**src/design/spf_pkg.sv**
```systemverilog
// spf_pkg: shared widths and control/status types for the smallest prime factor unit
// used by spf_div and smallest_prime_factor_unit; no dependencies
`timescale 1ns / 1ps

package spf_pkg;

   // width of the value and factor ports
   localparam int PORT_BITS = 32;

   // default working width of the search datapath
   localparam int VALUE_BITS_DEFAULT = 32;

   // sequencer to divider
   typedef struct packed {
      logic start;
   } div_ctrl_type;

   // divider to sequencer
   typedef struct packed {
      logic busy;
      logic done;
   } div_stat_type;

endpackage

```
**src/design/spf_div.sv**
```systemverilog
// spf_div: restoring divider, one quotient bit per cycle, quotient and remainder out
// depends on spf_pkg for the control and status structs
`timescale 1ns / 1ps

module spf_div #(
   parameter int WIDTH = spf_pkg::VALUE_BITS_DEFAULT
) (
   input  logic                 clock,
   input  logic                 reset,
   input  spf_pkg::div_ctrl_type ctrl,
   input  logic [WIDTH-1:0]     dividend,
   input  logic [WIDTH-1:0]     divisor,
   output spf_pkg::div_stat_type stat,
   output logic [WIDTH-1:0]     quotient,
   output logic [WIDTH-1:0]     remainder
);

   localparam int CNT_BITS = (WIDTH > 1) ? $clog2(WIDTH) : 1;

   logic                busy_ff, busy_in;
   logic                done_ff, done_in;
   logic [CNT_BITS-1:0] cnt_ff, cnt_in;
   logic [WIDTH-1:0]    quo_ff, quo_in;
   logic [WIDTH-1:0]    rem_ff, rem_in;
   logic [WIDTH+1:0]    trial;
   logic                last_step;

   // partial remainder with next dividend bit, minus divisor; top bit is the borrow
   assign trial     = {1'b0, rem_ff, quo_ff[WIDTH-1]} - {2'b00, divisor};
   assign last_step = (cnt_ff == CNT_BITS'(WIDTH - 1));

   always_comb begin
      busy_in = busy_ff;
      done_in = 1'b0;
      cnt_in  = cnt_ff;
      quo_in  = quo_ff;
      rem_in  = rem_ff;
      if (busy_ff) begin
         if (trial[WIDTH+1]) begin
            rem_in = {rem_ff[WIDTH-2:0], quo_ff[WIDTH-1]};
            quo_in = {quo_ff[WIDTH-2:0], 1'b0};
         end else begin
            rem_in = trial[WIDTH-1:0];
            quo_in = {quo_ff[WIDTH-2:0], 1'b1};
         end
         cnt_in = cnt_ff + CNT_BITS'(1);
         if (last_step) begin
            busy_in = 1'b0;
            done_in = 1'b1;
         end
      end else if (ctrl.start) begin
         busy_in = 1'b1;
         cnt_in  = '0;
         quo_in  = dividend;
         rem_in  = '0;
      end
   end

   always_ff @(posedge clock) begin
      if (reset) begin
         busy_ff <= 1'b0;
         done_ff <= 1'b0;
         cnt_ff  <= '0;
      end else begin
         busy_ff <= busy_in;
         done_ff <= done_in;
         cnt_ff  <= cnt_in;
      end
   end

   always_ff @(posedge clock) begin
      quo_ff <= quo_in;
      rem_ff <= rem_in;
   end

   assign stat.busy = busy_ff;
   assign stat.done = done_ff;
   assign quotient  = quo_ff;
   assign remainder = rem_ff;

endmodule

```
**src/design/smallest_prime_factor_unit.sv**
```systemverilog
// smallest_prime_factor_unit: trial division sequencer around one shared divider
// depends on spf_pkg and spf_div
`timescale 1ns / 1ps

// usage
//  - req channel: req_valid / req_stall / req_value, one beat per value to factor
//  - rsp channel: rsp_valid / rsp_stall / rsp_factor, one beat per accepted request
//  - only the low VALUE_BITS bits of req_value take part; rsp_factor is the low 32 bits
//  - divisors 2, 3, then 6k-1 and 6k+1 upward; the search ends when the divisor
//    exceeds value / divisor, and the value itself is returned as prime
//  - value zero gives 2, value one gives 0
//  - each trial divisor takes a start state, VALUE_BITS steps of the bit-serial
//    divider and a decision in the wait state
//  - trials is at most about sqrt(value) / 3 + 2, so near 21850 trials for a large
//    32-bit prime and 1 trial for an even value
//  - one request is in flight at a time: req_stall is high from acceptance until
//    the result is handed to the output register
//  - the output register lets a new request in while the last result still waits
//  - a stalled result holds in the output register; a finished search waits in
//    its final state until the output register is free
//  - synchronous reset drops any search in flight and empties the output register

module smallest_prime_factor_unit #(
   parameter int VALUE_BITS = spf_pkg::VALUE_BITS_DEFAULT
) (
   input  logic                          clock,
   input  logic                          reset,
   input  logic                          req_valid,
   output logic                          req_stall,
   input  logic [spf_pkg::PORT_BITS-1:0] req_value,
   output logic                          rsp_valid,
   input  logic                          rsp_stall,
   output logic [spf_pkg::PORT_BITS-1:0] rsp_factor
);

   // sequencer states
   localparam logic [1:0] S_IDLE  = 2'd0;
   localparam logic [1:0] S_START = 2'd1;
   localparam logic [1:0] S_WAIT  = 2'd2;
   localparam logic [1:0] S_FIN   = 2'd3;

   // which divisor is under test
   localparam logic [1:0] STG_TWO   = 2'd0;
   localparam logic [1:0] STG_THREE = 2'd1;
   localparam logic [1:0] STG_LOW   = 2'd2;  // 6k-1, next step +2
   localparam logic [1:0] STG_HIGH  = 2'd3;  // 6k+1, next step +4

   logic [1:0]                    state_ff, state_in;
   logic [1:0]                    stage_ff, stage_in;
   logic [VALUE_BITS-1:0]         val_ff, val_in;
   logic [VALUE_BITS-1:0]         dvs_ff, dvs_in;
   logic [VALUE_BITS-1:0]         res_ff, res_in;
   logic                          rsp_valid_ff, rsp_valid_in;
   logic [spf_pkg::PORT_BITS-1:0] factor_ff, factor_in;

   spf_pkg::div_ctrl_type         div_ctrl;
   spf_pkg::div_stat_type         div_stat;
   logic [VALUE_BITS-1:0]         div_quo;
   logic [VALUE_BITS-1:0]         div_rem;
   logic                          req_beat;
   logic                          out_free;

   spf_div #(
      .WIDTH(VALUE_BITS)
   ) u_div (
      .clock    (clock),
      .reset    (reset),
      .ctrl     (div_ctrl),
      .dividend (val_ff),
      .divisor  (dvs_ff),
      .stat     (div_stat),
      .quotient (div_quo),
      .remainder(div_rem)
   );

   assign req_stall      = (state_ff != S_IDLE);
   assign req_beat       = req_valid && !req_stall;
   assign out_free       = !rsp_valid_ff || !rsp_stall;
   assign div_ctrl.start = (state_ff == S_START);

   always_comb begin
      state_in     = state_ff;
      stage_in     = stage_ff;
      val_in       = val_ff;
      dvs_in       = dvs_ff;
      res_in       = res_ff;
      rsp_valid_in = rsp_valid_ff && rsp_stall;
      factor_in    = factor_ff;
      unique case (state_ff)
         S_IDLE: begin
            if (req_beat) begin
               val_in   = VALUE_BITS'(req_value);
               dvs_in   = VALUE_BITS'(2);
               stage_in = STG_TWO;
               state_in = S_START;
            end
         end
         S_START: begin
            state_in = S_WAIT;
         end
         S_WAIT: begin
            if (div_stat.done) begin
               state_in = S_START;
               case (stage_ff)
                  STG_TWO: begin
                     if (div_rem == '0) begin
                        res_in   = dvs_ff;
                        state_in = S_FIN;
                     end else begin
                        dvs_in   = VALUE_BITS'(3);
                        stage_in = STG_THREE;
                     end
                  end
                  STG_THREE: begin
                     if (div_rem == '0) begin
                        res_in   = dvs_ff;
                        state_in = S_FIN;
                     end else if (val_ff == VALUE_BITS'(1)) begin
                        // one has no prime factor
                        res_in   = '0;
                        state_in = S_FIN;
                     end else begin
                        dvs_in   = VALUE_BITS'(5);
                        stage_in = STG_LOW;
                     end
                  end
                  default: begin
                     if (dvs_ff > div_quo) begin
                        // divisor squared beyond value: value is prime
                        res_in   = val_ff;
                        state_in = S_FIN;
                     end else if (div_rem == '0) begin
                        res_in   = dvs_ff;
                        state_in = S_FIN;
                     end else if (stage_ff == STG_LOW) begin
                        dvs_in   = dvs_ff + VALUE_BITS'(2);
                        stage_in = STG_HIGH;
                     end else begin
                        dvs_in   = dvs_ff + VALUE_BITS'(4);
                        stage_in = STG_LOW;
                     end
                  end
               endcase
            end
         end
         S_FIN: begin
            if (out_free) begin
               rsp_valid_in = 1'b1;
               factor_in    = spf_pkg::PORT_BITS'(res_ff);
               state_in     = S_IDLE;
            end
         end
         default: begin
            state_in = S_IDLE;
         end
      endcase
   end

   always_ff @(posedge clock) begin
      if (reset) begin
         state_ff     <= S_IDLE;
         stage_ff     <= STG_TWO;
         rsp_valid_ff <= 1'b0;
      end else begin
         state_ff     <= state_in;
         stage_ff     <= stage_in;
         rsp_valid_ff <= rsp_valid_in;
      end
   end

   always_ff @(posedge clock) begin
      val_ff    <= val_in;
      dvs_ff    <= dvs_in;
      res_ff    <= res_in;
      factor_ff <= factor_in;
   end

   assign rsp_valid  = rsp_valid_ff;
   assign rsp_factor = factor_ff;

   // an accepted request always kicks off the first trial
   a_req_starts: assert property (@(posedge clock) disable iff (reset)
      req_beat |=> (state_ff == S_START))
      else $error("accepted request did not start a trial");

   // divider results only arrive while the sequencer waits for them
   a_done_in_wait: assert property (@(posedge clock) disable iff (reset)
      div_stat.done |-> (state_ff == S_WAIT))
      else $error("divider finished outside of wait state");

   // 6k-1 and 6k+1 divisors are always odd
   a_odd_divisor: assert property (@(posedge clock) disable iff (reset)
      ((state_ff != S_IDLE) && ((stage_ff == STG_LOW) || (stage_ff == STG_HIGH)))
      |-> dvs_ff[0])
      else $error("even trial divisor past three");

   // a new result only appears from the final state
   a_rsp_from_fin: assert property (@(posedge clock) disable iff (reset)
      (rsp_valid_in && !(rsp_valid_ff && rsp_stall)) |-> (state_ff == S_FIN))
      else $error("result loaded outside of final state");

endmodule

```
**config.mk**
```make
export PLATFORM = sky130hd
export DESIGN_NAME = smallest_prime_factor_unit
export DESIGN_NICKNAME = d
export VERILOG_FILES = /design/src/design/spf_pkg.sv /design/src/design/spf_div.sv /design/src/design/smallest_prime_factor_unit.sv
export SDC_FILE = /design/constraint.sdc
export NUM_CORES = 1
export LEC_CHECK = 0
export BUFFER_PORTS_ARGS = -buffer_cell sky130_fd_sc_hd__buf_2
export CORE_MARGIN = 4
export CORE_UTILIZATION = 30
export CTS_BUF_LIST = sky130_fd_sc_hd__clkbuf_4 sky130_fd_sc_hd__clkbuf_8 sky130_fd_sc_hd__clkbuf_16
export CTS_CLUSTER_DIAMETER = 50
export DETAILED_ROUTE_END_ITERATION = 8
export GPL_ROUTABILITY_DRIVEN = 0
export GPL_TIMING_DRIVEN = 1
export PLACE_DENSITY_LB_ADDON = 0.08
export SLEW_MARGIN = 15
export SYNTH_ARGS = -nofsm -noshare
export SYNTH_HDL_FRONTEND = slang
export SYNTH_SLANG_ARGS = --single-unit
```
**constraint.sdc**
```tcl
create_clock -name clock -period 4.7 [get_ports clock]
set_input_delay 0.705 -clock clock [delete_from_list [all_inputs] [get_ports clock]]
set_output_delay 0.705 -clock clock [all_outputs]
set_load 0.02 [all_outputs]
```
Word level (Yosys, flattened, before mapping):

Index checks and enable logic that the tools add are counted.
W data, S select, Z words.

* add/sub/neg operators: 4
* magnitude comparators: 1
* eq/ne operators: 16
* mux-type cells: 48
* bitwise operators: 1
* reductions and logical operators: 18

Operators by type and width (number)
* $mux W32: 17
* $pmux W32 S2: 3
* $sub A33 B32 Y34: 1
* $add A32 B2 Y32 const B: 1
* $add A32 B3 Y32 const B: 1
* $eq A32 B1 Y1 const B: 1
* $gt A32 B32 Y1: 1
* $logic_not A32 Y1: 1
* $mux W2: 14
* $ne A3 B3 Y1 const B: 5
* $pmux W2 S2: 3
* $mux W5: 2
* $mux W1: 8
* $pmux W2 S4: 1
* $reduce_and A8 Y1: 1
* $eq A2 B2 Y1 const B: 3
* $reduce_and A3 Y1: 2
* $reduce_bool A2 Y1: 3
* $add A5 B1 Y5 const B: 1
* $eq A5 B5 Y1 const B: 1
* $eq A2 B1 Y1 const B: 2
* $logic_not A2 Y1: 2
* $ne A2 B2 Y1 const B: 2
* $ne A4 B4 Y1 const B: 1
* 7 further kinds: 11

* register bits after elaboration: 204
* input port bits: 36

Logic depth before layout (Yosys ltp):

* word-level depth: 7
* depth in mapped cells: 14

Hierarchy:

A second synthesis with hierarchy kept.

* cells, all modules: 1026
* area total of the unflattened synthesis: 11581.1 um^2

Modules (own cells, without submodules)
* smallest_prime_factor_unit: times used 1, cells an instance 542, area each 6636.4 um^2
* spf_div: times used 1, cells an instance 484, area each 4944.7 um^2

Worst setup path after synthesis:

OpenSTA, ideal clock, no wires.

* path type: flip-flop to flip-flop
* start: register dvs_ff[5]
* end: register dvs_ff[0], enable pin
* data arrival time: 4.275 ns
* data required time: 4.239 ns
* path slack: -0.036 ns
* stages on the path, launching flop included: 12
* clock period less this slack: 4.736 ns
* cell sequence: edfxtp_1 -> ha_1 -> a21o_1 -> a21o_1 -> a21oi_1 -> o21a_1 -> o221ai_1 -> a21o_1 -> nand3_1 -> clkbuf_1 -> a21oi_1 -> nor3_1

* longest elaborated chain between the ends: 3
* elaborated cells between the ends (all ways): 4

RTL lines
* from (decl): RTL line smallest_prime_factor_unit.sv:51 `logic [VALUE_BITS-1:0] dvs_ff, dvs_in;`
* from (signal assigned): RTL line smallest_prime_factor_unit.sv:173 `dvs_ff <= dvs_in;`
* $gt A32 B32 Y1 *: RTL line smallest_prime_factor_unit.sv:128 `if (dvs_ff > div_quo) begin`
* $ne A4 B4 Y1 (no source line) or $ne A3 B3 Y1 (tied branches)
* $reduce_and A8 Y1 (no source line) *

Mark *: on every way between the ends. The rest lies on a longest branch, timed or not.
A chain may end at the register's enable or synchronous reset.

Final worst setup path:

* start: register dvs_ff[16]
* end: register u_div.rem_ff[30], in the netlist u_div.remainder[30] (data pin)

* longest elaborated chain between the ends: 3

RTL lines
* $sub A33 B32 Y34: RTL line spf_div.sv:29 `assign trial = {1'b0, rem_ff, quo_ff[WIDTH-1]} - {2'b00, divisor};`
* $mux W32: RTL line spf_div.sv:39 `if (trial[WIDTH+1]) begin`
* $mux W32: RTL line spf_div.sv:38 `if (busy_ff) begin`
* to (signal assigned): RTL line spf_div.sv:73 `rem_ff <= rem_in;`
* to (decl): RTL line spf_div.sv:24 `logic [WIDTH-1:0] rem_ff, rem_in;`

Every way passes these cells.

==> results.yml <==
setup_path:
  cp_max_fo: 16
  startpoint_type: "flip-flop"
  r2r-start: "dvs_ff[16]$_SDFFCE_PN0P_"
  r2r-end: "u_div.remainder[30]$_SDFFCE_PN0P_"
  arrival_ps: 3970
  critPathCaptureType: "flip-flop"
  critical_path_required_ps: 5050
  reg2reg_depth: 12
  critPathKind: "flip-flop to flip-flop"
  r2r_setup_slack_ps: 1080
cells_and_area:
  drive_gt1_share_pct: 16.31
  syn_to_final_growth_pct: 18.33
  diodes: 0
  fillers: 3681
  layout.nets: 1239
clocking:
  clock-sinks: 204
  cts.clk_slew.worst_paths_ps: 60
  cts_hold_buf: 0
  clockBufferDepth: 3
  cts_tree: "done"
  cts_resized: 0
  cts_buffers: 34
  cts_root_buf: "clkbuf_16"
  postCtsSetupBuffers: 0
  htree_levels: 2
  clock_latency_ps: 530
die:
  start_util_pct: 30.53
  io_pins: 70
  fp.dieW_um: 201.2
  die_y_um: 201.2
  std_cell_rows: 70
  die_area_sq_um: 40500
  core_sq_um: 36700
synth:
  synthesis.instances: 1058
  ys_warn_count: 0
  ys_ff_latch: 204
  synth_top_area_share_pct: 51.47
  yosysMostFrequentCell: "edfxtp_1"
  seq_area_frac_synth_pct: 53.61
  synth_edf_count: 192
  async_flop_share_pct: 0
  syn_avg_cell_area_sq_um: 10.59
  synth_area_leaders: "edfxtp_1, ha_1, a21oi_1"
  synth_top_flop_cell: "edfxtp_1"
  yosys-top-cells-count: "edfxtp_1, a21oi_1, nor2_1"
  netlist_area_sq_um: 11200
  synthesis.nets: 1163
  ys_types: 65
  synth_largest_area_cell: "edfxtp_1"
outcome:
  outcome: "completed"
global_route:
  grt_pass1_wl_mm: 51.07
  grtUsageTotal_pct: 16.15
  antenna_found_initial: 0
  grt_max_degree: 70
  grt_overflow: 0
  grt_pass1_vias: 8298
route:
  drtPass1Iterations: 5
  avgViaCountPerCell: 5.054
  num_vias: 8223
  drt-total-wl_mm: 32.88
  postRouteAntennaNets: 0
  post-route-drc-count: 0
  post_drt_wl_per_cell_um: 20.21
  drtIter0Drc: 564
timing:
  fin_crit_sh_pct: 77.07
  slew_headroom_pct: 24.78
  period_needed_ps: 3622
  setup-tns-final_ps: 0
  fmax_mhz: 276.1
  hold_viol_final: 0
  skew_ps: 27.96
  setup_violations: 0
  whs_ps: 354.3
  tightest_slew_ps: 1127
  rsz0062_at_grt: "no"
  drv_slew: 0
power:
  intPower_w: 0.004059
  p_comb_share_pct: 13.7
  switching_share_pct: 26.41
  seqPwrFrac_pct: 40.0
  total_power_w: 0.005516
  power_leakage_nw: 5.097
  power_frac_clock_pct: 46.3
  p_sw_w: 0.001457
  power_density_nw_per_um2: 416.1
  ir_drop_uv: 266.4
hold_path:
  whs_endpoint: "val_ff[9]$_DFFE_PP_"
  min_path_cells: 1
  hp-class: "input port to flip-flop"
  hp-start: "req_value[9]"
placement:
  port_buffers: 69
  dpl.hpwl_mm: 23.23
run:
  cap_violations: 0
[worst max-delay path, cell delays in order (launching register included)]
cell      delay [ps]
edfxtp_1         450
inv_1            140
ha_1             410
nand4_1          170
nor4_1           390
o311ai_1         260
a211oi_2         330
o21ai_1          140
a311oi_2         330
nand2b_1         180
buf_4            230
nand2_2          140
o31ai_2          270
[cells by family (layout without fill, tap and decap cells)]
kind of cell	Yosys count	in the layout	share of synthesized area, %
XOR/XNOR	50	50	3.909
flip-flops	204	204	53.61
AO/OA/AOI/OAI	274	274	14.21
multiplexers	36	36	3.574
AND/OR/NAND/NOR	302	302	12.61
buffers and inverters	123	224	4.311
adder cells (fa/ha/maj)	69	69	7.774
[placed cells by master, fill, tap and decap left out, types with 3 or more instances in the layout]
cell type and count:
clkinv_2 5, a21o_1 21, buf_2 69, mux2i_1 4, nor4_1 22, nor3_1 11
a21oi_1 141, o21a_1 9, nand3_1 18, or3_1 6, mux2_2 32, bufinv_16 5
nand2b_1 6, clkinv_4 3, nor2b_1 6, inv_1 76, nand4_1 22, a211oi_1 6
buf_4 15, o21ai_0 55, nor2_1 98, a22oi_1 3, xnor2_1 37, clkinv_1 7
ha_1 68, dfxtp_1 11, clkbuf_16 35, o31a_1 3, a31oi_1 4, o21ai_1 7
edfxtp_1 192, or2_2 3, o21bai_1 3, and3_1 4, nand2_1 86, clkbuf_4 4
xor2_1 13, inv_2 3
[worst max path at each step]
stage / start / to / slack (ps) / depth (start not counted)
floorplan: u_div.remainder[0]$_SDFFCE_PN0P_ / res_ff[0]$_DFFE_PP_ / 810 / 7
global placement: dvs_ff[13]$_SDFFCE_PN0P_ / u_div.remainder[30]$_SDFFCE_PN0P_ / 1270 / 12
detailed placement: dvs_ff[13]$_SDFFCE_PN0P_ / u_div.remainder[30]$_SDFFCE_PN0P_ / 1150 / 12
CTS: dvs_ff[13]$_SDFFCE_PN0P_ / u_div.remainder[30]$_SDFFCE_PN0P_ / 1130 / 12
global route: dvs_ff[13]$_SDFFCE_PN0P_ / u_div.remainder[30]$_SDFFCE_PN0P_ / 780 / 12
finish: dvs_ff[16]$_SDFFCE_PN0P_ / u_div.remainder[30]$_SDFFCE_PN0P_ / 1080 / 12
[through the flow]
step           area, sq um  setup WS (ps)  cells  util, %
2_1_floorplan        11210          810.9   1058        -
3_3_place_gp         12100           1268   1566    32.98
3_5_place_dp         12100           1151   1566    32.98
4_1_cts              13260           1134   1627    36.12
5_1_grt              13260          784.8   1627    36.12
6_report             13260           1078   1627    36.12
[cell type report]
class	count	area [sq um]	area share [%]
repair buffers	84	457.9	3.455
flip-flops and latches	204	6007	45.32
well taps	468	585.6	4.418
clock buffers	39	905.9	6.834
clock inverters	22	245.2	1.850
inverters	79	296.5	2.237
multi-input cells	731	4757	35.89
[metal layers]
| layer | vias up | global-route usage [%] | wire length (um) |
|---|---|---|---|
| met3 | 49 | 3.272 | 1301 |
| met1 | 3977 | 23.51 | 16360 |
| met5 | - | 0 | 0 |
| met2 | 151 | 24.82 | 14570 |
| met4 | 0 | 3.906 | 652 |
| li1 | 4046 | - | - |
[flip-flops by register name, indices dropped and copies added, names as in the netlist]
name and count:
dvs_ff 32, res_ff 32, rsp_factor 32, u_div.quotient 32, u_div.remainder 32, val_ff 32
u_div.cnt_ff 5, stage_ff 2, state_ff 2, rsp_valid 1, u_div.busy_ff 1, u_div.done_ff 1
[power groups by stage]
stage	clock network (W)	registers, W	logic (W)
after global placement	0	0.00224	0.000759
after floorplan	0	0.00220	0.000554
after detailed placement	0	0.00224	0.000756
after global routing	0.00272	0.00222	0.000848
final	0.00256	0.00221	0.000753
after CTS	0.00264	0.00221	0.000760
(Power assumes the default switching activity.)
